[src/design/pf2rgb_pkg.sv]
// ----------------------------------------------------------------------------
// pf2rgb_pkg
// shared types and constants of the pixel format to rgb24 unit
// ----------------------------------------------------------------------------
package pf2rgb_pkg;

	typedef enum logic [2:0] {
		MODE_RGB565 = 3'd0,
		MODE_BGR24  = 3'd1,
		MODE_RGB24  = 3'd2,
		MODE_BGR32  = 3'd3,
		MODE_RGB32  = 3'd4,
		MODE_YUY2   = 3'd5,
		MODE_UYVY   = 3'd6,
		MODE_PLANAR = 3'd7
	} src_mode_t;

	// one pixel beat handed from the unpacker to the color pipeline
	typedef struct packed {
		logic       yuv;
		logic       video;
		logic       last;
		logic [7:0] blue;
		logic [7:0] green;
		logic [7:0] red;
		logic [7:0] luma;
		logic [7:0] cb;
		logic [7:0] cr;
	} pix_job_t;

	// coefficients in millionths
	localparam longint unsigned MICRO         = 64'd1000000;
	localparam longint unsigned FR_R_V_MICRO  = 64'd1370705;
	localparam longint unsigned FR_G_V_MICRO  = 64'd698001;
	localparam longint unsigned FR_G_U_MICRO  = 64'd337633;
	localparam longint unsigned FR_B_U_MICRO  = 64'd1732446;
	localparam longint unsigned VR_Y_MICRO    = 64'd1164000;
	localparam longint unsigned VR_R_V_MICRO  = 64'd1596000;
	localparam longint unsigned VR_G_V_MICRO  = 64'd813000;
	localparam longint unsigned VR_G_U_MICRO  = 64'd391000;
	localparam longint unsigned VR_B_U_MICRO  = 64'd2018000;

	localparam logic [8:0] LUMA_OFFSET   = 9'd16;
	localparam logic [8:0] CHROMA_OFFSET = 9'd128;

endpackage

[src/design/pixel_format_to_rgb24_unit.sv]
// ----------------------------------------------------------------------------
// pixel_format_to_rgb24_unit
// converts packed rgb and luma-chroma source units into 24-bit bmp pixels
// ----------------------------------------------------------------------------
// One pixel leaves per cycle while the receiver takes them. An rgb565, bgr24,
// rgb24, bgr32 or rgb32 unit gives one pixel; a yuy2, uyvy or planar unit is
// held for two pixel beats and gives two pixels sharing one chroma pair, the second flagged by
// last_pixel. The unit register and four pipeline stages (operand prep,
// coefficient multiply, sum, shift and clamp) lie between the input beat
// and its first pixel. The user must write source_mode over the cfg channel
// only while no unit is in flight; the block itself does not enforce this.
// It is sampled when a unit is taken.
// ----------------------------------------------------------------------------
module pixel_format_to_rgb24_unit #(
	parameter int COEF_FRAC_BITS = 10
) (
	input  logic       clk,
	input  logic       arst_n,
	input  logic       cfg_valid,
	output logic       cfg_ready,
	input  logic [2:0] cfg_data,
	input  logic       in_valid,
	output logic       in_ready,
	input  logic [7:0] byte_zero,
	input  logic [7:0] byte_one,
	input  logic [7:0] byte_two,
	input  logic [7:0] byte_three,
	output logic       out_valid,
	input  logic       out_ready,
	output logic [7:0] blue_out,
	output logic [7:0] green_out,
	output logic [7:0] red_out,
	output logic       last_pixel
);

	localparam int ACC_W = COEF_FRAC_BITS + 11;

	localparam logic signed [ACC_W-1:0] K_FR_RV = ACC_W'((pf2rgb_pkg::FR_R_V_MICRO
		<< COEF_FRAC_BITS) / pf2rgb_pkg::MICRO);
	localparam logic signed [ACC_W-1:0] K_FR_GV = ACC_W'((pf2rgb_pkg::FR_G_V_MICRO
		<< COEF_FRAC_BITS) / pf2rgb_pkg::MICRO);
	localparam logic signed [ACC_W-1:0] K_FR_GU = ACC_W'((pf2rgb_pkg::FR_G_U_MICRO
		<< COEF_FRAC_BITS) / pf2rgb_pkg::MICRO);
	localparam logic signed [ACC_W-1:0] K_FR_BU = ACC_W'((pf2rgb_pkg::FR_B_U_MICRO
		<< COEF_FRAC_BITS) / pf2rgb_pkg::MICRO);
	localparam logic signed [ACC_W-1:0] K_VR_Y  = ACC_W'((pf2rgb_pkg::VR_Y_MICRO
		<< COEF_FRAC_BITS) / pf2rgb_pkg::MICRO);
	localparam logic signed [ACC_W-1:0] K_VR_RV = ACC_W'((pf2rgb_pkg::VR_R_V_MICRO
		<< COEF_FRAC_BITS) / pf2rgb_pkg::MICRO);
	localparam logic signed [ACC_W-1:0] K_VR_GV = ACC_W'((pf2rgb_pkg::VR_G_V_MICRO
		<< COEF_FRAC_BITS) / pf2rgb_pkg::MICRO);
	localparam logic signed [ACC_W-1:0] K_VR_GU = ACC_W'((pf2rgb_pkg::VR_G_U_MICRO
		<< COEF_FRAC_BITS) / pf2rgb_pkg::MICRO);
	localparam logic signed [ACC_W-1:0] K_VR_BU = ACC_W'((pf2rgb_pkg::VR_B_U_MICRO
		<< COEF_FRAC_BITS) / pf2rgb_pkg::MICRO);

	function automatic logic [7:0] shift_clamp(input logic signed [ACC_W-1:0] x);
		logic signed [ACC_W-1:0] s;
		s = x >>> COEF_FRAC_BITS;
		if (s < 0)
			shift_clamp = 8'd0;
		else if (s > ACC_W'(255))
			shift_clamp = 8'd255;
		else
			shift_clamp = s[7:0];
	endfunction

	pf2rgb_pkg::src_mode_t source_mode_q;
	pf2rgb_pkg::pix_job_t  job;
	logic                  job_valid;
	logic                  job_ready;

	assign cfg_ready = 1'b1;

	always_ff @(posedge clk or negedge arst_n) begin
		if (!arst_n) begin
			source_mode_q <= pf2rgb_pkg::MODE_RGB565;
		end else if (cfg_valid && cfg_ready) begin
			source_mode_q <= pf2rgb_pkg::src_mode_t'(cfg_data);
		end
	end

	pf2rgb_unpack u_unpack (
		.clk        (clk),
		.arst_n     (arst_n),
		.in_valid   (in_valid),
		.in_ready   (in_ready),
		.byte_zero  (byte_zero),
		.byte_one   (byte_one),
		.byte_two   (byte_two),
		.byte_three (byte_three),
		.mode       (source_mode_q),
		.job_valid  (job_valid),
		.job_ready  (job_ready),
		.job        (job)
	);

	// stage enables, a stage moves when the one after it is empty or moving
	logic valid_s2, valid_s3, valid_s4, valid_s5;
	logic en2, en3, en4, en5;

	assign en5       = !valid_s5 || out_ready;
	assign en4       = !valid_s4 || en5;
	assign en3       = !valid_s3 || en4;
	assign en2       = !valid_s2 || en3;
	assign job_ready = en2;

	always_ff @(posedge clk or negedge arst_n) begin
		if (!arst_n) begin
			valid_s2 <= 1'b0;
			valid_s3 <= 1'b0;
			valid_s4 <= 1'b0;
			valid_s5 <= 1'b0;
		end else begin
			if (en2) valid_s2 <= job_valid;
			if (en3) valid_s3 <= valid_s2;
			if (en4) valid_s4 <= valid_s3;
			if (en5) valid_s5 <= valid_s4;
		end
	end

	// stage 2: operand prep
	logic                    yuv_s2, video_s2, last_s2;
	logic [23:0]             rgb_s2;
	logic signed [8:0]       ys_s2, du_s2, dv_s2;

	always_ff @(posedge clk) begin
		if (en2) begin
			yuv_s2   <= job.yuv;
			video_s2 <= job.video;
			last_s2  <= job.last;
			rgb_s2   <= {job.blue, job.green, job.red};
			ys_s2    <= job.video ? $signed({1'b0, job.luma} - pf2rgb_pkg::LUMA_OFFSET)
				: $signed({1'b0, job.luma});
			du_s2    <= $signed({1'b0, job.cb} - pf2rgb_pkg::CHROMA_OFFSET);
			dv_s2    <= $signed({1'b0, job.cr} - pf2rgb_pkg::CHROMA_OFFSET);
		end
	end

	// stage 3: coefficient products
	logic                    yuv_s3, last_s3;
	logic [23:0]             rgb_s3;
	logic signed [ACC_W-1:0] py_s3, pr_s3, pgv_s3, pgu_s3, pb_s3;
	logic signed [ACC_W-1:0] ys_x, du_x, dv_x;

	assign ys_x = ACC_W'(ys_s2);
	assign du_x = ACC_W'(du_s2);
	assign dv_x = ACC_W'(dv_s2);

	always_ff @(posedge clk) begin
		if (en3) begin
			yuv_s3  <= yuv_s2;
			last_s3 <= last_s2;
			rgb_s3  <= rgb_s2;
			py_s3   <= video_s2 ? K_VR_Y * ys_x : ys_x <<< COEF_FRAC_BITS;
			pr_s3   <= (video_s2 ? K_VR_RV : K_FR_RV) * dv_x;
			pgv_s3  <= (video_s2 ? K_VR_GV : K_FR_GV) * dv_x;
			pgu_s3  <= (video_s2 ? K_VR_GU : K_FR_GU) * du_x;
			pb_s3   <= (video_s2 ? K_VR_BU : K_FR_BU) * du_x;
		end
	end

	// stage 4: sums
	logic                    yuv_s4, last_s4;
	logic [23:0]             rgb_s4;
	logic signed [ACC_W-1:0] r_s4, g_s4, b_s4;

	always_ff @(posedge clk) begin
		if (en4) begin
			yuv_s4  <= yuv_s3;
			last_s4 <= last_s3;
			rgb_s4  <= rgb_s3;
			r_s4    <= py_s3 + pr_s3;
			g_s4    <= py_s3 - pgv_s3 - pgu_s3;
			b_s4    <= py_s3 + pb_s3;
		end
	end

	// stage 5: shift, clamp and output register
	logic [7:0] blue_s5, green_s5, red_s5;
	logic       last_s5;

	always_ff @(posedge clk) begin
		if (en5) begin
			last_s5  <= last_s4;
			blue_s5  <= yuv_s4 ? shift_clamp(b_s4) : rgb_s4[23:16];
			green_s5 <= yuv_s4 ? shift_clamp(g_s4) : rgb_s4[15:8];
			red_s5   <= yuv_s4 ? shift_clamp(r_s4) : rgb_s4[7:0];
		end
	end

	assign out_valid  = valid_s5;
	assign blue_out   = blue_s5;
	assign green_out  = green_s5;
	assign red_out    = red_s5;
	assign last_pixel = last_s5;

	a_out_hold: assert property (@(posedge clk) disable iff (!arst_n)
		valid_s5 && !out_ready |=> valid_s5 && $stable(blue_s5) && $stable(last_s5))
		else $error("stalled output pixel changed");

	a_stage_move: assert property (@(posedge clk) disable iff (!arst_n)
		valid_s4 && en5 |=> valid_s5)
		else $error("pixel dropped between sum and clamp stages");

	a_job_move: assert property (@(posedge clk) disable iff (!arst_n)
		job_valid && job_ready |=> valid_s2)
		else $error("pixel beat dropped at pipeline entry");

endmodule

[src/design/pf2rgb_unpack.sv]
// ----------------------------------------------------------------------------
// pf2rgb_unpack
// holds one source unit and splits it into one or two pixel beats
// ----------------------------------------------------------------------------
module pf2rgb_unpack (
	input  logic                   clk,
	input  logic                   arst_n,
	input  logic                   in_valid,
	output logic                   in_ready,
	input  logic [7:0]             byte_zero,
	input  logic [7:0]             byte_one,
	input  logic [7:0]             byte_two,
	input  logic [7:0]             byte_three,
	input  pf2rgb_pkg::src_mode_t  mode,
	output logic                   job_valid,
	input  logic                   job_ready,
	output pf2rgb_pkg::pix_job_t   job
);

	logic                  valid_s1;
	logic                  phase_q;
	logic [7:0]            b0_s1, b1_s1, b2_s1, b3_s1;
	pf2rgb_pkg::src_mode_t mode_s1;
	logic                  two_beats;
	logic                  last_beat;
	logic                  in_take;

	always_comb begin
		job = '0;
		two_beats = 1'b0;
		unique case (mode_s1)
			pf2rgb_pkg::MODE_RGB565: begin
				job.blue  = {b0_s1[4:0], 3'b000};
				job.green = {b1_s1[2:0], b0_s1[7:5], 2'b00};
				job.red   = {b1_s1[7:3], 3'b000};
			end
			pf2rgb_pkg::MODE_BGR24, pf2rgb_pkg::MODE_BGR32: begin
				job.blue  = b0_s1;
				job.green = b1_s1;
				job.red   = b2_s1;
			end
			pf2rgb_pkg::MODE_RGB24, pf2rgb_pkg::MODE_RGB32: begin
				job.blue  = b2_s1;
				job.green = b1_s1;
				job.red   = b0_s1;
			end
			pf2rgb_pkg::MODE_UYVY: begin
				two_beats = 1'b1;
				job.luma  = phase_q ? b3_s1 : b1_s1;
				job.cb    = b0_s1;
				job.cr    = b2_s1;
			end
			pf2rgb_pkg::MODE_YUY2, pf2rgb_pkg::MODE_PLANAR: begin
				two_beats = 1'b1;
				job.video = (mode_s1 == pf2rgb_pkg::MODE_PLANAR);
				job.luma  = phase_q ? b2_s1 : b0_s1;
				job.cb    = b1_s1;
				job.cr    = b3_s1;
			end
			default: begin
				job.blue  = b0_s1;
			end
		endcase
		job.yuv  = two_beats;
		last_beat = !two_beats || phase_q;
		job.last = last_beat;
	end

	assign job_valid = valid_s1;
	assign in_ready  = !valid_s1 || (job_ready && last_beat);
	assign in_take   = in_valid && in_ready;

	always_ff @(posedge clk or negedge arst_n) begin
		if (!arst_n) begin
			valid_s1 <= 1'b0;
			phase_q  <= 1'b0;
		end else if (in_take) begin
			valid_s1 <= 1'b1;
			phase_q  <= 1'b0;
		end else if (valid_s1 && job_ready) begin
			if (last_beat) begin
				valid_s1 <= 1'b0;
				phase_q  <= 1'b0;
			end else begin
				phase_q  <= 1'b1;
			end
		end
	end

	always_ff @(posedge clk) begin
		if (in_take) begin
			b0_s1   <= byte_zero;
			b1_s1   <= byte_one;
			b2_s1   <= byte_two;
			b3_s1   <= byte_three;
			mode_s1 <= mode;
		end
	end

	a_second_beat: assert property (@(posedge clk) disable iff (!arst_n)
		valid_s1 && two_beats && !phase_q && job_ready |=> valid_s1 && phase_q)
		else $error("second pixel beat of a luma-chroma unit lost");

	a_take_frees: assert property (@(posedge clk) disable iff (!arst_n)
		in_ready && valid_s1 |-> job_ready && last_beat)
		else $error("new unit taken while the held one still has beats");

	a_phase_idle: assert property (@(posedge clk) disable iff (!arst_n)
		!valid_s1 |-> !phase_q)
		else $error("phase left set with no unit held");

endmodule

[config.mk]
export PLATFORM = sky130hd
export DESIGN_NAME = pixel_format_to_rgb24_unit
export DESIGN_NICKNAME = d
export VERILOG_FILES = /design/src/design/pf2rgb_pkg.sv /design/src/design/pixel_format_to_rgb24_unit.sv /design/src/design/pf2rgb_unpack.sv
export SDC_FILE = /design/constraint.sdc
export NUM_CORES = 1
export LEC_CHECK = 0
export BUFFER_PORTS_ARGS = -buffer_cell sky130_fd_sc_hd__buf_2
export CELL_PAD_IN_SITES_DETAIL_PLACEMENT = 0
export CELL_PAD_IN_SITES_GLOBAL_PLACEMENT = 1
export CORE_MARGIN = 2
export CORE_UTILIZATION = 53
export CTS_CLUSTER_SIZE = 30
export DETAILED_ROUTE_END_ITERATION = 10
export MAX_ROUTING_LAYER = met4
export PLACE_DENSITY_LB_ADDON = 0.1
export SLEW_MARGIN = 20
export SYNTH_ARGS = -nofsm -noshare
export SYNTH_HDL_FRONTEND = slang
export SYNTH_SLANG_ARGS = --single-unit
export TNS_END_PERCENT = 100
[constraint.sdc]
create_clock -name clk -period 6.6 [get_ports clk]
set_clock_uncertainty 0.15 [all_clocks]
set_input_delay 0.33 -clock clk [delete_from_list [all_inputs] [get_ports clk]]
set_output_delay 0.33 -clock clk [all_outputs]
set_load 0.03 [all_outputs]
# [After elaboration in Yosys (flattened, before gate mapping)]
# Index checks and enable logic that the tools add are counted.
[classes] addsub=7 n_mul=5 div=0 order_cmp=6 eq_ne=7 shifts=0 mux=27 bitwise=0 n_reduce_logical=23
[ops] cell="8-bit 2-to-1 mux" count=13
[ops] cell="24-bit one-hot mux with 3 select lines" count=1
[ops] cell="24-bit one-hot mux with 2 select lines" count=1
[ops] cell="21-bit adder" count=2
[ops] cell="21-bit subtractor" count=2
[ops] cell="11-bit by 9-bit greater-than comparator with 1-bit output (second input constant)" count=3
[ops] cell="11-bit by 1-bit < comparator with 1-bit output (second input constant)" count=3
[ops] cell="12-bit by 9-bit multiplier with 21-bit output" count=1
[ops] cell="12-bit by 9-bit multiplier with 21-bit output (first input constant)" count=1
[ops] cell="13-bit by 9-bit multiplier with 21-bit output" count=1
[ops] cell="21-bit 2-to-1 mux" count=1
[ops] cell="11-bit by 9-bit multiplier with 20-bit output" count=1
[ops] cell="10-bit by 9-bit multiplier with 19-bit output" count=1
[ops] cell="8-bit by 8-bit subtractor with 9-bit output (second input constant)" count=2
[ops] cell="3-bit equality test (second input constant)" count=4
[ops] cell="12-bit 2-to-1 mux" count=1
[ops] cell="10-bit 2-to-1 mux" count=1
[ops] cell="9-bit 2-to-1 mux" count=1
[ops] cell="8-bit by 5-bit subtractor with 9-bit output (second input constant)" count=1
[ops] cell="1-bit 2-to-1 mux" count=8
[ops] cell="3-bit by 2-bit equality test with 1-bit output (second input constant)" count=2
[ops] cell="1-bit logical NOT" count=6
[ops] cell="1-bit logical OR" count=6
[ops] cell="2-bit OR reduction" count=3
[ops] cell="6 further kinds" count=9
[word_totals] reg_bits=343 latchBits=0 ram_bits=0 mem_bits_ro=0 input_bits=40 out_inout_bits=28 mem_count=0

# [Logic depth before layout (Yosys ltp)]
[logic_depth] depth_word=10 ltp_mapped=24 ltp_nobuf=21

# [Hierarchy]
# Synthesis repeated with hierarchy kept, for this count alone.
[unflattened] cells_unflattened=1998 area_unflattened_um2=23598.9
[by_module_without_submodules] module="pixel_format_to_rgb24_unit" n_inst=1 cells_each=1806 area_per_inst_um2=21384.3 seq_area_each_um2=8012.7
[by_module_without_submodules] module="pf2rgb_unpack" n_inst=1 cells_each=192 area_per_inst_um2=2214.6 seq_area_each_um2=1101.1

# [Least setup slack after synthesis]
# No wires, ideal clock.
[synth_timing] path_type="register -> register" startpoint="register video_s2" endpoint="register pb_s3[18], data pin" setup_ns=0.265 arrival_ns=5.221 t_required_ns=6.185 slack_ns=0.964 path_stages_with_launch=22 path_buffers=2 period_less_slack_ns=5.636 cell_sequence="edfxtp_1 -> clkbuf_1 -> inv_1 -> clkbuf_1 -> nand2_1 -> inv_1 -> ha_1 -> fa_1 -> inv_1 -> fa_1 -> inv_1 -> fa_1 -> fa_1 -> ha_1 -> nor2b_1 -> o21a_1 -> o21ai_0 -> nand2b_1 -> a31o_2 -> a41oi_1 -> a21oi_1 -> xor2_1"
[synth_via] elab_chain_cells=2
[synth_rtl] element="from (decl)" line_no="pixel_format_to_rgb24_unit.sv:123" rtl="logic yuv_s2, video_s2, last_s2;"
[synth_rtl] element="from (signal assigned)" line_no="pixel_format_to_rgb24_unit.sv:130" rtl="video_s2 <= job.video;"
[synth_rtl] element="12-bit 2-to-1 mux" line_no="pixel_format_to_rgb24_unit.sv:159" rtl="pb_s3 <= (video_s2 ? K_VR_BU : K_FR_BU) * du_x;"
[synth_rtl] element="13-bit by 9-bit multiplier with 21-bit output" line_no="pixel_format_to_rgb24_unit.sv:159"
[synth_rtl] element="to (signal assigned)" line_no="pixel_format_to_rgb24_unit.sv:159"
[synth_rtl] element="to (decl)" line_no="pixel_format_to_rgb24_unit.sv:143" rtl="logic signed [ACC_W-1:0] py_s3, pr_s3, pgv_s3, pgu_s3, pb_s3;"
# No other way between the ends.
# A chain may end at the register's enable or synchronous reset.

# [Worst setup path after layout]
[layout_timing] startpoint="register video_s2" endpoint="register pgu_s3[16], data pin"
[layout_via] elab_chain_cells=2
[layout_rtl] element="8-bit 2-to-1 mux" line_no="pixel_format_to_rgb24_unit.sv:158" rtl="pgu_s3 <= (video_s2 ? K_VR_GU : K_FR_GU) * du_x;"
[layout_rtl] element="10-bit by 9-bit multiplier with 19-bit output" line_no="pixel_format_to_rgb24_unit.sv:158"
[layout_rtl] element="to (signal assigned)" line_no="pixel_format_to_rgb24_unit.sv:158"
[layout_rtl] element="to (decl)" line_no="pixel_format_to_rgb24_unit.sv:143"
# No other way between the ends.

==> results by group <==
Logic synthesis
  • Post-synth ARST share: 0.0295
  • Yosys Warn Count: 0
  • Gate count of the mapped netlist: between 1500 and 2000
  • Post-synth top area cell: edfxtp_1
  • Register area share after synthesis: 0.394
  • Flops & latches, synth: approximately 310
  • Number of synthesized flops with an enable pin: between 200 and 300
  • Post-synth top area share: 0.384
  • Yosys cell types: a little under 80
  • Post-synthesis mux area share: 0.0257
  • Prevailing post-synth register cell: edfxtp_1
  • Simple-gate share of the synthesized area: 0.0814
  • Adder-cell share of the synthesized area: 0.335
  • Mean Syn Cell Area: about 12 sq um
  • Most common library cells after synthesis: ha_1 (383), edfxtp_1 (296), inv_1 (245)
  • Synthesized area: ~23000 sq um
  • Main combinational cell family by area after synthesis: adder cells
  • Synth Area in Compound Gates: 0.0778
  • Most common cell in the netlist: ha_1
  • Xor/xnor share of the synthesized area: 0.0375
  • Top cells by area, synth: edfxtp_1 (38%), ha_1 (21%), fa_1 (13%)

Clocking
  • Clock Sink Count: roughly 310
  • Num CTS Buffers: 36
  • Worst-path clk slew: roughly 0.06 ns
  • Root buffer cell: clkbuf_16
  • Post-CTS Setup Bufs: 0
  • CTS tree: done
  • # H-tree levels: 2
  • # resized after CTS: 0
  • Clk_lat worst skew: between 0.5 and 0.6 ns
  • Clock buffer depth: 3

Critical path
  • Critical Path Fanout Max: between 40 and 50
  • Critical Path RT: 6.76 ns
  • CP max stage cell: nor2b_1
  • Setup crit start kind: register
  • Largest delay contributor family on the critical path: adder cells
  • Critical path buffers and inverters: 2
  • Max incr delay on CP: just under 0.8 ns
  • Crit Path Class: reg -> reg
  • CP endpoint kind: register
  • Arrival time at the worst endpoint: 6.07 ns
  • CP Cell Sequence: buf_4 > nor2b_1 > nand2_1 > fa_1 > inv_1 > fa_1 > fa_1 > fa_1 > ha_1 > a21o_1 > a21oi_1 > nor2b_1 > o21a_1 > o311a_1 > nor3_1 > xnor2_1
  • Top cell by count, worst path: fa_1

Run
  • Max Cap Viol: 0

Final layout
  • Layout area overhead: 11.3%
  • Sequential Area: 9110 sq um
  • Final nets: 2634
  • Ant diodes: 0
  • Post-Layout Cell Count: roughly 2700
  • Filler cell count: 3493
  • Ratio of cells with drive above 1 in the final layout: 0.0981
  • Multi-input gate area: between 10000 and 15000 sq um

Placement
  • Hpwl dp: ~41 mm
  • Placed cells: 2569
  • IO Port Bufs: between 60 and 70
  • GPL Wtd Cong: roughly 0.9

Route
  • Via count: between 10000 and 15000
  • WL per Instance: a little under 20 microns
  • Antenna viol nets, final: 0
  • Final wirelength: 52.9 mm
  • TritonRoute pass-1 iters: 5
  • DRT iter0 DRCs: about 1000
  • Drt via density: about 5.4
  • Drt drc: 0

STA
  • Setup TNS: 0 ns
  • Worst-margin pin slew: 1.04 ns
  • Max Clk Rate: 0.169 GHz
  • Final worst-path cycle share: 0.896
  • Worst hold margin: around 0.028 ns
  • Max Slew Vio Count: 0
  • # setup viols final: 0
  • Slew Limit Headroom: 0.304
  • Crit path time final: 5.91 ns
  • RSZ-0062 raised after global routing: no
  • Final hold vios: 0

Floorplanning
  • Core Region: 43100 sq um
  • Initial Util: 0.537
  • Chip Height: roughly 210 microns
  • Die area: 45400 sq um
  • Die width: 213 microns
  • Row count: 76
  • Ports: 68

Global routing
  • Vias in the first global route: 15000
  • Global Route Usage Sum: 0.250
  • Antenna violations before repair: 2
  • First-pass GRT wire length: 82.6 mm
  • Total gr overflow: 0
  • Largest net degree at the start of global routing: 72

Min path
  • Worst hold path class: in -> async

Outcome
  • Outcome: finished, final reports clean
-- repair_timing --
action	4_1_cts	5_1_grt
hold buffers	40	0
endpoints found under the setup margin	0	0
endpoints found under the hold margin	45	0
-- area by class of cell --
cell class              count  share of cell area
clock buffers              39              0.0354
clock inverters            26             0.00937
inverters                 245              0.0357
multi-input cells        1351               0.503
flip-flops and latches    305               0.354
well taps                 585              0.0284
repair buffers            124              0.0339
-- cell usage in the layout (no fill, tap or decap), drive strengths merged, types with 14 or more instances in the layout --
cell and n:
and2 21, nor2 130, edfxtp 296, or2 16, nor3 30, mux2 28, a21oi 64, and3 14
nor2b 34, xnor2 78, o21ai 58, clkbuf 39, nand2b 14, fa 148, nand2 74, inv 249
conb 14, a22o 16, a21o 25, clkinv 16, buf 84, o21a 18, ha 383, nand3 25
mux2i 28, dlygate4sd3 40, xor2 21
-- flip-flops by register name, indices dropped and copies added (netlist names), 9 cells and up --
name    count
rgb_s2     24
rgb_s3     24
rgb_s4     24
pr_s3      21
py_s3      21
pb_s3      20
pgu_s3     19
pgv_s3     18
b_s4       11
g_s4       11
r_s4       11
ys_s2       9
-- per-stage QoR --
step | setup WS [ns] | utilization | cell area, sq um
after floorplan | 0.964 | - | 23200
after global placement | 0.791 | 0.562 | 24200
after detailed placement | 0.672 | 0.562 | 24200
after CTS | 0.721 | 0.598 | 25700
after global routing | 0.329 | 0.598 | 25800
final | 0.688 | 0.598 | 25800
-- kinds of logic (layout without fill, tap and decap cells) --
| kind of cell | after synthesis | in the layout |
|---|---|---|
| fa+ha+maj | 531 | 531 |
| simple gates | 389 | 389 |
| flops | 305 | 305 |
| buf+inv | 298 | 434 |
| compound gates | 262 | 262 |
| xor+xnor | 99 | 99 |
| mux | 56 | 56 |
| other cells | 2 | 14 |
-- worst register-to-register path, delay by kind of cell (launching register included) --
family	cells	cell delay [ns]
buffers and inverters	2	0.35
xor gates and xnor gates	1	0.09
adders and majority gates	5	2.40
AOI/OAI and AO/OA	4	0.96
and+or+nand+nor	4	1.35
DFF	1	0.39
-- worst paths after layout --
path | start | to | slack (ns) | cells after the start
setup / recovery | video_s2 | pgu_s3[16] | 0.69 | 16
hold / removal | arst_n | source_mode_q[0] | 0.03 | 2
setup reg to reg | video_s2 | pgu_s3[16] | 0.69 | 16
hold reg to reg | rgb_s3[1] | rgb_s4[1] | 0.27 | 0
max in group asynchronous | arst_n | valid_s3 | 6.07 | 2
min in group clk | out_ready | valid_s4 | 0.09 | 4
-- layer usage --
layer / GRT usage / wire length [microns]
met5: - / 0
met4: 0.0704 / 1280
met3: 0.0328 / 2220
met2: 0.396 / 24800
met1: 0.339 / 24600
Power is not shown: default switching activity piles up to over one toggle a cycle in this logic, so the estimate is an artifact.
